File: src/rtl/psl_pkg.sv
// ----------------------------------------------------------------------------
// psl_pkg
// Shared types and constants for the sorted priority list block.
// ----------------------------------------------------------------------------
package psl_pkg;

    localparam int PRI_W     = 8;
    localparam int IN_ID_W   = 16;
    localparam int IN_CLS_W  = 8;
    localparam int POS_W     = 4;
    localparam int S_TDATA_W = 40;
    localparam int M_TDATA_W = 8;

    localparam logic CMD_ADD    = 1'b0;
    localparam logic CMD_REMOVE = 1'b1;

    typedef enum logic [2:0] {
        ST_ADDED    = 3'd0,
        ST_REPLACED = 3'd1,
        ST_PRESENT  = 3'd2,
        ST_EXCL     = 3'd3,
        ST_REMOVED  = 3'd4,
        ST_NOTFOUND = 3'd5,
        ST_FULL     = 3'd6
    } psl_status_t;

    // flags from the entry compare unit
    typedef struct packed {
        logic id_eq;
        logic cls_eq;
        logic pri_le;
        logic pri_eq;
    } psl_cmp_t;

endpackage

File: src/rtl/psl_mem.sv
// ----------------------------------------------------------------------------
// psl_mem
// List storage: one write port, one read port with registered read data.
// ----------------------------------------------------------------------------
module psl_mem #(
    parameter int DEPTH = 16,
    parameter int WIDTH = 32
) (
    input  logic                     aclk,
    input  logic                     rd_en,
    input  logic [$clog2(DEPTH)-1:0] rd_addr,
    output logic [WIDTH-1:0]         rd_data,
    input  logic                     wr_en,
    input  logic [$clog2(DEPTH)-1:0] wr_addr,
    input  logic [WIDTH-1:0]         wr_data
);

    logic [WIDTH-1:0] mem [DEPTH];
    logic [WIDTH-1:0] rd_data_reg;

    always_ff @(posedge aclk) begin
        if (wr_en) begin
            mem[wr_addr] <= wr_data;
        end
    end

    always_ff @(posedge aclk) begin
        if (rd_en) begin
            rd_data_reg <= mem[rd_addr];
        end
    end

    assign rd_data = rd_data_reg;

endmodule

File: src/rtl/psl_cmp.sv
// ----------------------------------------------------------------------------
// psl_cmp
// Entry compare unit: checks one stored entry against the request.
// ----------------------------------------------------------------------------
module psl_cmp #(
    parameter int ID_BITS    = 16,
    parameter int CLASS_BITS = 8
) (
    input  logic [ID_BITS-1:0]         entry_id,
    input  logic [CLASS_BITS-1:0]      entry_cls,
    input  logic [psl_pkg::PRI_W-1:0]  entry_pri,
    input  logic [ID_BITS-1:0]         req_id,
    input  logic [CLASS_BITS-1:0]      req_cls,
    input  logic [psl_pkg::PRI_W-1:0]  req_pri,
    output psl_pkg::psl_cmp_t          flags
);

    always_comb begin
        flags.id_eq  = (entry_id == req_id);
        flags.cls_eq = (entry_cls == req_cls);
        flags.pri_le = (req_pri <= entry_pri);
        flags.pri_eq = (req_pri == entry_pri);
    end

endmodule

File: src/rtl/priority_sorted_list_insert_remove_top.sv
// ----------------------------------------------------------------------------
// priority_sorted_list_insert_remove_top
// Sorted priority list with add and remove commands; the scan reads one entry per cycle.
// ----------------------------------------------------------------------------
// Steps: a scan of the listed entries, a decision, a shift pass when entries
// must move, the final write for an insert into the list, and then the
// registered result, which waits for m_tready. One item at a time: s_tready
// is high only in idle, as the single memory port and compare unit serve it.
// Reset empties the list at once (count cleared, no sweep).
// ----------------------------------------------------------------------------
module priority_sorted_list_insert_remove_top #(
    parameter int DEPTH      = 16,
    parameter int ID_BITS    = 16,
    parameter int CLASS_BITS = 8
) (
    input  logic                              aclk,
    input  logic                              aresetn,
    input  logic                              s_tvalid,
    output logic                              s_tready,
    // entry_id[15:0], class_tag[23:16], priority_req[31:24], exclusive[32], zero pad
    input  logic [psl_pkg::S_TDATA_W-1:0]     s_tdata,
    // command[0]
    input  logic                              s_tuser,
    output logic                              m_tvalid,
    input  logic                              m_tready,
    // status[2:0], position[6:3], zero pad
    output logic [psl_pkg::M_TDATA_W-1:0]     m_tdata
);

    localparam int IW = $clog2(DEPTH);
    localparam int CW = $clog2(DEPTH + 1);
    localparam int PW = psl_pkg::PRI_W;
    localparam int EW = ID_BITS + CLASS_BITS + PW;

    typedef enum logic [5:0] {
        S_IDLE   = 6'b000001,
        S_SCAN   = 6'b000010,
        S_DECIDE = 6'b000100,
        S_SHIFT  = 6'b001000,
        S_PLACE  = 6'b010000,
        S_RESP   = 6'b100000
    } state_t;

    state_t state_reg, state_next;

    // request
    logic                 cmd_reg, cmd_next;
    logic [ID_BITS-1:0]   id_reg, id_next;
    logic [CLASS_BITS-1:0] cls_reg, cls_next;
    logic [PW-1:0]        pri_reg, pri_next;
    logic                 excl_reg, excl_next;

    // list control
    logic [CW-1:0] count_reg, count_next;
    logic [CW-1:0] cnt_reg, cnt_next;
    logic          rd_vld_reg, rd_vld_next;
    logic [IW-1:0] rd_idx_reg, rd_idx_next;

    // scan results
    logic          hit_id_reg, hit_id_next;
    logic [IW-1:0] id_idx_reg, id_idx_next;
    logic          hit_cls_reg, hit_cls_next;
    logic [IW-1:0] cls_idx_reg, cls_idx_next;
    logic          hit_ins_reg, hit_ins_next;
    logic [IW-1:0] ins_idx_reg, ins_idx_next;
    logic          ins_eq_reg, ins_eq_next;

    // result
    psl_pkg::psl_status_t res_status_reg, res_status_next;
    logic [IW-1:0]        res_pos_reg, res_pos_next;
    logic                 m_tvalid_reg, m_tvalid_next;
    logic [psl_pkg::M_TDATA_W-1:0] m_tdata_reg, m_tdata_next;

    // memory port
    logic          mem_rd_en;
    logic [IW-1:0] mem_rd_addr;
    logic [EW-1:0] mem_rd_data;
    logic          mem_wr_en;
    logic [IW-1:0] mem_wr_addr;
    logic [EW-1:0] mem_wr_data;

    psl_pkg::psl_cmp_t cmp_flags;

    // input fields, cut or widened to the stored widths
    logic [ID_BITS+psl_pkg::IN_ID_W-1:0]     in_id_wide;
    logic [CLASS_BITS+psl_pkg::IN_CLS_W-1:0] in_cls_wide;
    logic [IW+psl_pkg::POS_W-1:0]            pos_wide;

    assign in_id_wide  = {{ID_BITS{1'b0}}, s_tdata[15:0]};
    assign in_cls_wide = {{CLASS_BITS{1'b0}}, s_tdata[23:16]};
    assign pos_wide    = {{psl_pkg::POS_W{1'b0}}, res_pos_reg};

    psl_mem #(
        .DEPTH (DEPTH),
        .WIDTH (EW)
    ) u_mem (
        .aclk    (aclk),
        .rd_en   (mem_rd_en),
        .rd_addr (mem_rd_addr),
        .rd_data (mem_rd_data),
        .wr_en   (mem_wr_en),
        .wr_addr (mem_wr_addr),
        .wr_data (mem_wr_data)
    );

    psl_cmp #(
        .ID_BITS    (ID_BITS),
        .CLASS_BITS (CLASS_BITS)
    ) u_cmp (
        .entry_id  (mem_rd_data[EW-1 -: ID_BITS]),
        .entry_cls (mem_rd_data[PW +: CLASS_BITS]),
        .entry_pri (mem_rd_data[PW-1:0]),
        .req_id    (id_reg),
        .req_cls   (cls_reg),
        .req_pri   (pri_reg),
        .flags     (cmp_flags)
    );

    assign s_tready = (state_reg == S_IDLE);
    assign m_tvalid = m_tvalid_reg;
    assign m_tdata  = m_tdata_reg;

    always_comb begin
        state_next      = state_reg;
        cmd_next        = cmd_reg;
        id_next         = id_reg;
        cls_next        = cls_reg;
        pri_next        = pri_reg;
        excl_next       = excl_reg;
        count_next      = count_reg;
        cnt_next        = cnt_reg;
        rd_vld_next     = 1'b0;
        rd_idx_next     = rd_idx_reg;
        hit_id_next     = hit_id_reg;
        id_idx_next     = id_idx_reg;
        hit_cls_next    = hit_cls_reg;
        cls_idx_next    = cls_idx_reg;
        hit_ins_next    = hit_ins_reg;
        ins_idx_next    = ins_idx_reg;
        ins_eq_next     = ins_eq_reg;
        res_status_next = res_status_reg;
        res_pos_next    = res_pos_reg;
        m_tdata_next    = m_tdata_reg;
        m_tvalid_next   = m_tvalid_reg && !m_tready;
        mem_rd_en       = 1'b0;
        mem_rd_addr     = cnt_reg[IW-1:0];
        mem_wr_en       = 1'b0;
        mem_wr_addr     = rd_idx_reg;
        mem_wr_data     = mem_rd_data;

        case (state_reg)
            S_IDLE: begin
                if (s_tvalid) begin
                    cmd_next     = s_tuser;
                    id_next      = in_id_wide[ID_BITS-1:0];
                    cls_next     = in_cls_wide[CLASS_BITS-1:0];
                    pri_next     = s_tdata[31:24];
                    excl_next    = s_tdata[32];
                    cnt_next     = '0;
                    hit_id_next  = 1'b0;
                    hit_cls_next = 1'b0;
                    hit_ins_next = 1'b0;
                    ins_eq_next  = 1'b0;
                    state_next   = S_SCAN;
                end
            end
            S_SCAN: begin
                if (cnt_reg < count_reg) begin
                    mem_rd_en   = 1'b1;
                    mem_rd_addr = cnt_reg[IW-1:0];
                    rd_vld_next = 1'b1;
                    rd_idx_next = cnt_reg[IW-1:0];
                    cnt_next    = cnt_reg + 1'b1;
                end
                // keep only the first match of each kind
                if (rd_vld_reg) begin
                    if (cmp_flags.id_eq && !hit_id_reg) begin
                        hit_id_next = 1'b1;
                        id_idx_next = rd_idx_reg;
                    end
                    if (cmp_flags.cls_eq && !hit_cls_reg) begin
                        hit_cls_next = 1'b1;
                        cls_idx_next = rd_idx_reg;
                    end
                    if (cmp_flags.pri_le && !hit_ins_reg) begin
                        hit_ins_next = 1'b1;
                        ins_idx_next = rd_idx_reg;
                        ins_eq_next  = cmp_flags.pri_eq;
                    end
                end
                if (cnt_reg >= count_reg && !rd_vld_reg) begin
                    state_next = S_DECIDE;
                end
            end
            S_DECIDE: begin
                res_pos_next = '0;
                state_next   = S_RESP;
                if (cmd_reg == psl_pkg::CMD_REMOVE) begin
                    if (hit_id_reg) begin
                        res_status_next = psl_pkg::ST_REMOVED;
                        res_pos_next    = id_idx_reg;
                        if ({1'b0, id_idx_reg} + 1'b1 < {1'b0, count_reg}) begin
                            cnt_next   = CW'({1'b0, id_idx_reg} + 1'b1);
                            state_next = S_SHIFT;
                        end else begin
                            count_next = count_reg - 1'b1;
                        end
                    end else begin
                        res_status_next = psl_pkg::ST_NOTFOUND;
                    end
                end else if (hit_id_reg) begin
                    res_status_next = psl_pkg::ST_PRESENT;
                end else if (hit_cls_reg) begin
                    // class replacement keeps its slot, even out of order
                    mem_wr_en       = 1'b1;
                    mem_wr_addr     = cls_idx_reg;
                    mem_wr_data     = {id_reg, cls_reg, pri_reg};
                    res_status_next = psl_pkg::ST_REPLACED;
                    res_pos_next    = cls_idx_reg;
                end else if (hit_ins_reg && excl_reg && ins_eq_reg) begin
                    res_status_next = psl_pkg::ST_EXCL;
                end else if (count_reg == CW'(DEPTH)) begin
                    res_status_next = psl_pkg::ST_FULL;
                end else if (hit_ins_reg) begin
                    res_status_next = psl_pkg::ST_ADDED;
                    res_pos_next    = ins_idx_reg;
                    cnt_next        = count_reg;
                    state_next      = S_SHIFT;
                end else begin
                    // append at the tail
                    mem_wr_en       = 1'b1;
                    mem_wr_addr     = count_reg[IW-1:0];
                    mem_wr_data     = {id_reg, cls_reg, pri_reg};
                    res_status_next = psl_pkg::ST_ADDED;
                    res_pos_next    = count_reg[IW-1:0];
                    count_next      = count_reg + 1'b1;
                end
            end
            S_SHIFT: begin
                if (cmd_reg == psl_pkg::CMD_REMOVE) begin
                    // move entries down over the removed slot
                    if (cnt_reg < count_reg) begin
                        mem_rd_en   = 1'b1;
                        mem_rd_addr = cnt_reg[IW-1:0];
                        rd_vld_next = 1'b1;
                        rd_idx_next = cnt_reg[IW-1:0];
                        cnt_next    = cnt_reg + 1'b1;
                    end
                    if (rd_vld_reg) begin
                        mem_wr_en   = 1'b1;
                        mem_wr_addr = rd_idx_reg - 1'b1;
                    end
                    if (cnt_reg >= count_reg && !rd_vld_reg) begin
                        count_next = count_reg - 1'b1;
                        state_next = S_RESP;
                    end
                end else begin
                    // open a gap at the insert point, tail first
                    if (cnt_reg > {1'b0, ins_idx_reg}) begin
                        mem_rd_en   = 1'b1;
                        mem_rd_addr = IW'(cnt_reg - 1'b1);
                        rd_vld_next = 1'b1;
                        rd_idx_next = IW'(cnt_reg - 1'b1);
                        cnt_next    = cnt_reg - 1'b1;
                    end
                    if (rd_vld_reg) begin
                        mem_wr_en   = 1'b1;
                        mem_wr_addr = rd_idx_reg + 1'b1;
                    end
                    if (cnt_reg <= {1'b0, ins_idx_reg} && !rd_vld_reg) begin
                        state_next = S_PLACE;
                    end
                end
            end
            S_PLACE: begin
                mem_wr_en   = 1'b1;
                mem_wr_addr = ins_idx_reg;
                mem_wr_data = {id_reg, cls_reg, pri_reg};
                count_next  = count_reg + 1'b1;
                state_next  = S_RESP;
            end
            S_RESP: begin
                if (!m_tvalid_reg || m_tready) begin
                    m_tvalid_next = 1'b1;
                    m_tdata_next  = {1'b0, pos_wide[psl_pkg::POS_W-1:0], res_status_reg};
                    state_next    = S_IDLE;
                end
            end
            default: begin
                state_next = S_IDLE;
            end
        endcase
    end

    always_ff @(posedge aclk) begin
        if (!aresetn) begin
            state_reg    <= S_IDLE;
            count_reg    <= '0;
            rd_vld_reg   <= 1'b0;
            m_tvalid_reg <= 1'b0;
        end else begin
            state_reg    <= state_next;
            count_reg    <= count_next;
            rd_vld_reg   <= rd_vld_next;
            m_tvalid_reg <= m_tvalid_next;
        end
    end

    always_ff @(posedge aclk) begin
        cmd_reg        <= cmd_next;
        id_reg         <= id_next;
        cls_reg        <= cls_next;
        pri_reg        <= pri_next;
        excl_reg       <= excl_next;
        cnt_reg        <= cnt_next;
        rd_idx_reg     <= rd_idx_next;
        hit_id_reg     <= hit_id_next;
        id_idx_reg     <= id_idx_next;
        hit_cls_reg    <= hit_cls_next;
        cls_idx_reg    <= cls_idx_next;
        hit_ins_reg    <= hit_ins_next;
        ins_idx_reg    <= ins_idx_next;
        ins_eq_reg     <= ins_eq_next;
        res_status_reg <= res_status_next;
        res_pos_reg    <= res_pos_next;
        m_tdata_reg    <= m_tdata_next;
    end

    // ------------------------------------------------------------------------
    // Assertions
    // ------------------------------------------------------------------------
    a_count_bound: assert property (@(posedge aclk) disable iff (!aresetn)
        count_reg <= CW'(DEPTH))
        else $error("entry count beyond list depth");

    a_no_write_in_scan: assert property (@(posedge aclk) disable iff (!aresetn)
        (state_reg == S_IDLE || state_reg == S_SCAN) |-> !mem_wr_en)
        else $error("list written outside an update");

    a_read_in_range: assert property (@(posedge aclk) disable iff (!aresetn)
        rd_vld_reg |-> ({1'b0, rd_idx_reg} < count_reg))
        else $error("read of a slot beyond the list");

    a_count_change: assert property (@(posedge aclk) disable iff (!aresetn)
        ($past(aresetn) && count_reg != $past(count_reg)) |->
        ($past(state_reg) == S_DECIDE || $past(state_reg) == S_SHIFT ||
         $past(state_reg) == S_PLACE))
        else $error("entry count changed outside an update");

    a_result_from_resp: assert property (@(posedge aclk) disable iff (!aresetn)
        $rose(m_tvalid_reg) |-> $past(state_reg) == S_RESP)
        else $error("result raised without a finished item");

endmodule
File: config.mk
export PLATFORM = sky130hd
export DESIGN_NAME = priority_sorted_list_insert_remove_top
export DESIGN_NICKNAME = d
export VERILOG_FILES = /design/src/rtl/psl_pkg.sv /design/src/rtl/psl_mem.sv /design/src/rtl/psl_cmp.sv /design/src/rtl/priority_sorted_list_insert_remove_top.sv
export SDC_FILE = /design/constraint.sdc
export NUM_CORES = 1
export LEC_CHECK = 0
export ABC_CLOCK_PERIOD_IN_PS = 6750
export BUFFER_PORTS_ARGS = -buffer_cell sky130_fd_sc_hd__clkbuf_2
export CORE_MARGIN = 2
export CORE_UTILIZATION = 60
export DETAILED_ROUTE_END_ITERATION = 10
export PLACE_DENSITY = 0.77
export SYNTH_ARGS = -nofsm -noshare
export SYNTH_HDL_FRONTEND = slang
export SYNTH_HIERARCHICAL = 1
export SYNTH_SLANG_ARGS = --single-unit
File: constraint.sdc
create_clock -name aclk -period 6.75 [get_ports aclk]
set_clock_uncertainty 0.05 [all_clocks]
set_input_delay 0.675 -clock aclk [delete_from_list [all_inputs] [get_ports aclk]]
set_output_delay 0.675 -clock aclk [all_outputs]
set_load 0.02 [all_outputs]
# == Word-level counts from Yosys, hierarchy flattened ==
# Memories as Yosys holds them, arrays and structs flattened. A register that Yosys moved wholly into a read port is not among the register bits.
# Index checks and enable logic that the tools add are counted.
# word_totals
ff_bits,86
ram_bits,512
input_bits,45
wordCells,203
n_memories,1
# classes
add_sub_neg,8
order_cmp,6
n_eq_ne,31
muxes,105
n_reduce_logical,31
# mem_list
memory,depth,word_bits,read_ports,rd_ports_with_merged_regs,write_ports,line_no,rtl
u_mem.mem,16,32,1,1,1,psl_mem.sv:18,logic [WIDTH-1:0] mem [DEPTH];
# ops
operator,count
$mux W32,6
$mux W5,22
$mux W4,22
$mux W6,14
$pmux W32 S2,1
$ne A3 B3 Y1 const B,12
$pmux W6 S6,1
$mux W1,24
$pmux W5 S4,1
$reduce_and A10 Y1,2
$ne A2 B2 Y1 const B,9
$eq A16 B16 Y1,1
$eq A8 B8 Y1,2
$mux W3,5
$pmux W5 S3,1
$pmux W4 S3,1
$reduce_and A4 Y1,3
$add A4 B1 Y5 const B,2
$add A5 B1 Y5 const B,2
$lt A5 B5 Y1,2
$pmux W1 S2,5
$sub A5 B1 Y5 const B,2
$reduce_and A3 Y1,3
$le A8 B8 Y1,1
other kinds (22),37

# == Longest topological paths before layout ==
# logic_depth
word_depth,9
depth_mapped,13
depth_no_buf,11

# == Modules after synthesis ==
# The synthesis kept the hierarchy.
# modules_own_cells
module,instances,cells_per_inst,area_per_inst_um2
psl_mem,1,838,20156.8
priority_sorted_list_insert_remove_top,1,437,4800.9
psl_cmp,1,60,460.4

# == Least setup slack after synthesis ==
# Ideal clock, no wire load.
# synth_timing
path_type,reg-to-reg
startpoint,register state_reg[5]
endpoint,"memory u_mem.mem[0][0], enable pin"
setup_ns,0.461
arrival_ns,4.554
setup_slack_ns,1.685
path_stages_with_launch,8
path_buffers,1
path_cell_list,dfxtp_1 > or4_4 > nor3b_2 > nor2_1 > buf_2 > o21ai_0 > or3b_2 > nor3_1
# synth_between
elab_chain_len,4
word_cells_on_any_way,7
cone_classes,eq/ne (3); mux (4)
# synth_rtl
item,line_no,rtl
start: declaration,priority_sorted_list_insert_remove_top.sv:44,"state_t state_reg, state_next;"
start signal: assignment,priority_sorted_list_insert_remove_top.sv:302,state_reg <= state_next;
$eq A6 B5 Y1 (tied with other cells),priority_sorted_list_insert_remove_top.sv:151,case (state_reg)
$pmux W1 S3 *,priority_sorted_list_insert_remove_top.sv:151,
via mem_wr_en,priority_sorted_list_insert_remove_top.sv:78,logic mem_wr_en;
$mux W1 *,psl_mem.sv:22,if (wr_en) begin
$mux W1 (implied by the code) *,psl_mem.sv:23,mem[wr_addr] <= wr_data;
end: declaration,psl_mem.sv:18,
# Mark *: on every way through the listed nets, which the timed path passes. The rest lies on a longest branch.

# == Worst setup path in the final report ==
# layout_timing
startpoint,register state_reg[2]
endpoint,register u_mem.rd_data_reg[18] (netlist: u_mem/rd_data[18]) (read register of u_mem.mem) (data pin)
# layout_between
elab_chain_len,2
word_cells_on_any_way,4
cone_classes,eq/ne (2); mux (2)
# layout_rtl
item,line_no,rtl
$eq A6 B4 Y1,priority_sorted_list_insert_remove_top.sv:151,
$mux W4,--,
via mem_rd_addr[0],priority_sorted_list_insert_remove_top.sv:76,logic [IW-1:0] mem_rd_addr;
end: declaration,psl_mem.sv:19,logic [WIDTH-1:0] rd_data_reg;
# The timed path passes the listed nets, and every way through them passes these cells.
# A chain may end at the register's enable or synchronous reset.

==> impl_results.md <==
* Worst Path Arrival at 5290 ps
* Final hold violation count at 0
* Pwr Total at 9.002 mW
* Yosys reg bits at 630
* Initial antenna violation count at 0
* All-Layer GR Usage at 26.28%
* Die Span X at 209.8 um
* Ant diodes at 0
* Layout area overhead at 11.85%
* Syn nets at 1409
* # nets final at 1482
* Mapped Cells at 1335
* Tmin final at 4949 ps
* Reg2Reg Setup Slack at 1800 ps
* Clk_lat worst skew at 640 ps
* Worst setup SP type: register
* Largest net degree at the start of global routing at 122
* Post-synth top cells: edfxtp_1 (617), mux4_2 (128), a22oi_1 (65)
* Synth async-reset ratio at 0%
* First-pass GRT wire length at 83970 um
* DRC Markers at 0
* Via density per instance at 6.617
* Synth area leaders: edfxtp_1 (73%), mux4_2 (11%), a22oi_1 (1.9%)
* Number of synthesized flops with an enable pin at 617
* Die area at 44030 sq um
* Slew @ Worst Pin at 1166 ps
* CTS Buffer Depth at 3
* Die Y at 209.8 um
* I/O pin count at 55
* Fill cell count at 2598
* Number of flip-flops under the largest register name at 512
* Synth area leader: edfxtp_1
* Setup TNS at 0 ps
* Sequential area share after synthesis at 73.92%
* Class of the worst hold path: in2reg
* Synthesis Warnings at 6
* Count leader, synth: edfxtp_1
* Clock net sink count at 630
* Via count at 13200
* CP startpoint: state_reg[2]
* Setup bufs post-CTS at 0
* Drt pass-1 iters at 6
* Dominant synthesized flop cell: edfxtp_1
* Gates resized, CTS repair at 0
* Worst flop-to-flop path startpoint: state_reg[2]
* Netlist Area Pre-Place at 25420 sq um
* Gpl congestion at 0.8618
* Leak pwr at 9.102 nW
* RSZ-0062 raised after global routing: no
* Root Buffer Master: clkbuf_16
* H-tree Lvls at 2
* Reg area at 18790 sq um
* Routed WL at 56450 um
* Post-DRT Antenna Nets at 0
* Status: completed
* Max transition margin at 22.27%
* Reg2reg end: u_mem/rd_data[18]
* Syn_area_per_cell at 19.04 sq um
* Fin crit share at 73.31%
* CTS hold repair buffers at 0
* Total CTS buffers at 61
* Critical path fanouts, max at 121
* Final HPWL DP at 28440 um
* Avg WL per Cell at 28.29 um
* Layout cells sized above 1 at 24.79%
* # rows at 75
* Critical Path RT at 7100 ps
* CTS tree: done
* Max-slew violation count at 0
* # setup viols final at 0
* Power Density at 316.6 nW/um^2
* Cell variety after synth at 64
* Max IR drop VDD at 338.1 uV
* Area of the multi-input gates at 6377 sq um
* Reg2reg path depth at 9
* Fmax at 202.1 MHz
* Crit. End Element: register
* Worst Setup EP: u_mem/rd_data[18]
* WS Path Type: reg2reg
* I/O Buffers at 46
* Core area at 41850 sq um
* Initial Utilization at 60.73%
* Vias in the first global route at 13500
* Share of the synthesized area in the top cell type at 72.89%
* DRT iter0 DRCs at 1510
* Congestion Overflow GR at 0
* CTS clock-pin slew for the worst setup and hold paths at 60 ps
* Max cap viols at 0
==> layout by cell type, fill, tap and decap left out, drive strengths merged, types with 6 or more instances in the layout <==
master    instances
nor3b             7
clkbuf          118
o21ai            30
clkinv           27
nor2b             6
dfxtp            13
edfxtp          617
nand3            16
inv              27
nand4            11
mux2i             7
nand2b           10
a21oi            44
xor2              7
mux2             32
a31oi             8
buf              30
nand2            61
xnor2            32
nor3             13
ha               29
o31ai             8
nor2             37
clkinvlp          6
bufinv            7
a22oi            65
mux4            128
==> stage by stage <==
step           utilization [%]  area [sq um]  hold WS, ps  worst slack (ps)  instances
2_1_floorplan                -         25420        350.3              1685       1335
3_3_place_gp             63.14         26430        354.1              1858       1884
3_5_place_dp             63.14         26430        360.7              1787       1884
4_1_cts                  67.93         28430        118.7              1797       1995
5_1_grt                  67.93         28430        129.3              1438       1995
6_report                 67.93         28430        146.6              1801       1995
==> cell type report <==
| type | instances | share of cell area, % |
|---|---|---|
| Sequential cell | 630 | 66.08 |
| Multi-Input combinational cell | 611 | 22.43 |
| Clock buffer | 72 | 5.514 |
| Tap cell | 539 | 2.372 |
| Timing Repair Buffer | 76 | 1.690 |
| Clock inverter | 39 | 1.540 |
| Inverter | 28 | 0.3697 |
==> power by group <==
| part | switching [mW] | leakage (nW) | internal [mW] |
|---|---|---|---|
| registers | 0.0602 | 5.68 | 4.36 |
| clock network | 1.46 | 0.955 | 1.93 |
| logic | 0.668 | 2.47 | 0.517 |
==> routing by layer <==
metal / vias to the layer above / wire length, um / global-route usage [%]
li1: 5593 / - / -
met1: 6811 / 21650 / 35.86
met2: 693 / 28330 / 43.46
met3: 103 / 4998 / 4.728
met4: 0 / 1465 / 9.220
met5: - / 0 / 0
==> worst min-delay path by stage <==
| stage | start | endpoint | slack (ps) | cells after the start |
|---|---|---|---|---|
| floorplan | res_status_reg[0] | m_tdata[0] | 350 | 0 |
| global placement | res_pos_reg[2] | m_tdata[5] | 350 | 0 |
| detailed placement | res_status_reg[1] | m_tdata[1] | 360 | 0 |
| CTS | s_tdata[1] | id_reg[1] | 120 | 1 |
| global route | s_tdata[4] | id_reg[4] | 130 | 1 |
| finish | s_tdata[1] | id_reg[1] | 150 | 1 |
==> kinds of logic (layout without fill, tap and decap cells) <==
group,Yosys count,after routing,share of synthesized area (%)
buffers and inverters,94,215,1.634
muxes,167,167,13.03
AOI/OAI and AO/OA,181,181,4.691
adders and majority gates,29,29,1.428
DFF,630,630,73.92
and+or+nand+nor,194,194,3.938
other,1,1,0.01475
xor gates and xnor gates,39,39,1.344
==> worst max-delay path: stages, from the launching register on <==
cell	delay [ps]
dfxtp_1	350
or4_4	550
or3b_1	600
nor2_1	620
nand2_1	400
xnor2_2	310
buf_12	670
mux4_2	620
a22oi_1	260
nand2_1	90
Power figures use the tool's default switching activity.
